$ cat src/rtl/mmt_ram.sv
// mmt_ram: generic single-write, single-read ram with registered read data
// no dependencies

module mmt_ram #(
	parameter int WIDTH = 8,
	parameter int DEPTH = 16,
	localparam int AW = (DEPTH > 1) ? $clog2(DEPTH) : 1
) (
	input  logic             clk,
	input  logic             we,
	input  logic [AW-1:0]    waddr,
	input  logic [WIDTH-1:0] wdata,
	input  logic [AW-1:0]    raddr,
	output logic [WIDTH-1:0] rdata
);
	logic [WIDTH-1:0] mem [DEPTH];

	always_ff @(posedge clk) begin
		if (we) begin
			mem[waddr] <= wdata;
		end
		rdata <= mem[raddr];
	end
endmodule

$ cat config.mk
export PLATFORM = sky130hd
export DESIGN_NAME = mmt_ram
export DESIGN_NICKNAME = d
export VERILOG_FILES = /design/src/rtl/mmt_ram.sv
export SDC_FILE = /design/constraint.sdc
export NUM_CORES = 1
export LEC_CHECK = 0
export ABC_AREA = 1
export BUFFER_PORTS_ARGS = -buffer_cell sky130_fd_sc_hd__buf_2
export CORE_UTILIZATION = 40
export DETAILED_ROUTE_END_ITERATION = 10
export MAX_ROUTING_LAYER = met4
export PLACE_DENSITY = 0.52
export SLEW_MARGIN = 20
export SYNTH_ARGS = -nofsm -noshare
export SYNTH_HDL_FRONTEND = slang
export SYNTH_SLANG_ARGS = --single-unit
$ cat constraint.sdc
create_clock -name clk -period 3.3 [get_ports clk]
set_input_delay 0.495 -clock clk [delete_from_list [all_inputs] [get_ports clk]]
set_output_delay 0.495 -clock clk [all_outputs]
set_load 0.01 [all_outputs]
==> metrics.yaml <==
ir_drop_v: 0.000337
rr_worst_depth: 6
place.gp.congestion: 0.790
grt_use_total_pct: 20.5
leakage_nw: 2.79
fmax_ghz: 0.574
yosysMostFrequentCell: "nand2_1"
synthFlopType: "edfxtp_1"
hold_class: "input port to flip-flop"
crit_chain: "buf_2, inv_2, buf_4, nand2_1, nand3_1, nand3_1, nand3_1, nand2_1"
hold-path-endpoint: "rdata[3]"
synth_cells: 551
finalSetupTns_ns: 0
initialDrtViolationCount: 326
worst_slew_pin_slew_ns: 0.904
synth_cell_type_count: 12
viasPerCell: 4.80
syn2layout_area_growth_pct: 12.8
status: "finished clean"
slew_headroom_pct: 39.5
required_ns: 3.60
place_area_um2: 5980
r2r-start: "mem[7][6]"
clkTransAtPathRegs_ns: 0.05
antenna_found_initial: 0
ios: 26
ys_warn_count: 0
min-delay-start: "raddr[3]"
die_area_um2: 14900
crit_path_end_kind: "flip-flop"
synthArstFlopShare_pct: 0
hpwlAfterDp_mm: 8.10
grt_pass1_vias: 3462
clock_sinks: 136
synth_largest_area_cell: "edfxtp_1"
diodes: 0
die-height_um: 122
insertion_delay_ns: 0.41
crit_type: "input port to flip-flop"
drc: 0
synth_area_um2: 5770
worst_path_max_delay_cell: "inv_2"
detail_route.wl_per_cell_um: 17.4
portBuffers: 25
powerDensity_nw_per_um2: 596
ys_seq_area_share_pct: 69.4
coreArea_um2: 14000
numCtsBuffers: 17
grt_setup_unrepaired: "no"
hold_depth: 3
final_antenna_net_count: 0
synth_commonest_cells: "nand2_1, edfxtp_1, inv_1, nand3_1, nor2_1"
routed_wl_mm: 13.3
vias: 3688
postCtsSetupRepairBufs: 0
worst-r2r-setup-slack_ns: 2.23
fin_skew_ns: 0.00515
cts_tree: "done"
cts-resized-gates: 0
fin_crit_sh_pct: 52.8
final_hold_viol_count: 0
fp.dieW_um: 122
synth-seq-cells: 136
crit_path_frequent_cell: "nand3_1"
cp_top_family: "buffers and inverters"
syn_nets: 569
fin_area_um2: 6500
cp-start-kind: "input port"
finalSetupViolCount: 0
ys_top_cells_by_area: "edfxtp_1, nand2_1, nand3_1, inv_1, dfxtp_1"
syn_area_per_cell_um2: 10.5
power_w: 0.00387
post-route-min-period_ns: 1.74
drv_cap: 0
synth_top_area_share_pct: 66.7
ctsRootBufferMaster: "clkbuf_16"
drive_gt1_share_pct: 9.18
slowest_delay_ns: 0.57
rows: 43
cts_buffer_depth: 2
worstPathArrival_ns: 2.04
dr.pass1.iters: 5
grt_pass1_wl_mm: 20.8
rr_endpoint: "rdata[6]"
grt_max_degree: 65
postCtsHoldBufs: 0
grt_overflow: 0
cts-htree-levels: 4
fin_nets: 593
initial_core_util_pct: 41.2
worstPathMaxFanout: 43
drv_slew: 0
synth_edf_count: 128
crit_buf_inv: 3
logic make-up after synthesis:
kind of cell,share of synthesized area (%)
buf+inv,9.52
flops,69.4
simple gates,21.0
layer usage:
metal  global-route usage, %  part of all wire (%)  vias up
met5                       -                     0        -
met3                    4.17                   5.7       14
met2                    29.0                    45      116
li1                        -                     -     1821
met1                    29.2                    48     1737
met4                    7.32                   1.3        0
placed cells by master (no fill, tap or decap), drive strengths merged, types with 2 or more instances in the layout:
master,synthesis,layout
buf,24,29
clkbuf,0,26
clkinv,0,5
dfxtp,8,8
edfxtp,128,128
inv,102,102
nand2,173,173
nand3,97,97
nand3b,2,2
nor2,17,17
metrics by stage:
step	hold slack [ns]	cells	util (%)	setup WS (ns)
after floorplan	0.594	551	-	1.85
final	0.446	768	46.5	1.56
after global routing	0.452	768	46.5	1.49
after global placement	0.672	736	42.8	1.15
after CTS	0.425	768	46.5	1.60
after detailed placement	0.671	736	42.8	1.16
tightest hold or removal path, stage by stage:
cell and delay [ns]:
buf_2 0.17, nand3_1 0.10, nand2_1 0.04
how the worst max path moves through the flow:
stage / slack (ns) / startpoint / cells past startpoint / endpoint
global route: 1.49 / raddr[0] / 8 / rdata[1]
global placement: 1.15 / raddr[0] / 8 / rdata[1]
floorplan: 1.85 / waddr[2] / 2 / mem[10][0]
CTS: 1.60 / raddr[0] / 8 / rdata[1]
detailed placement: 1.16 / raddr[0] / 8 / rdata[1]
finish: 1.56 / raddr[0] / 8 / rdata[1]
final cells by class:
class,instances,area (µm²)
Fill cell,1329,7480
Sequential cell,136,4000
Multi-Input combinational cell,289,1210
Clock buffer,26,469
Inverter,102,383
Tap cell,180,225
Timing Repair Buffer,29,155
Clock inverter,6,53.8
state kept, by name (all words and copies together), names as in the netlist:
signal  cells
mem       128
rdata       8
report_power, final:
group / switching, W / internal (W)
logic: 0.000173 / 0.0000626
registers: 0.0000112 / 0.00193
clock network: 0.000648 / 0.00105
(Power assumes the default switching activity.)
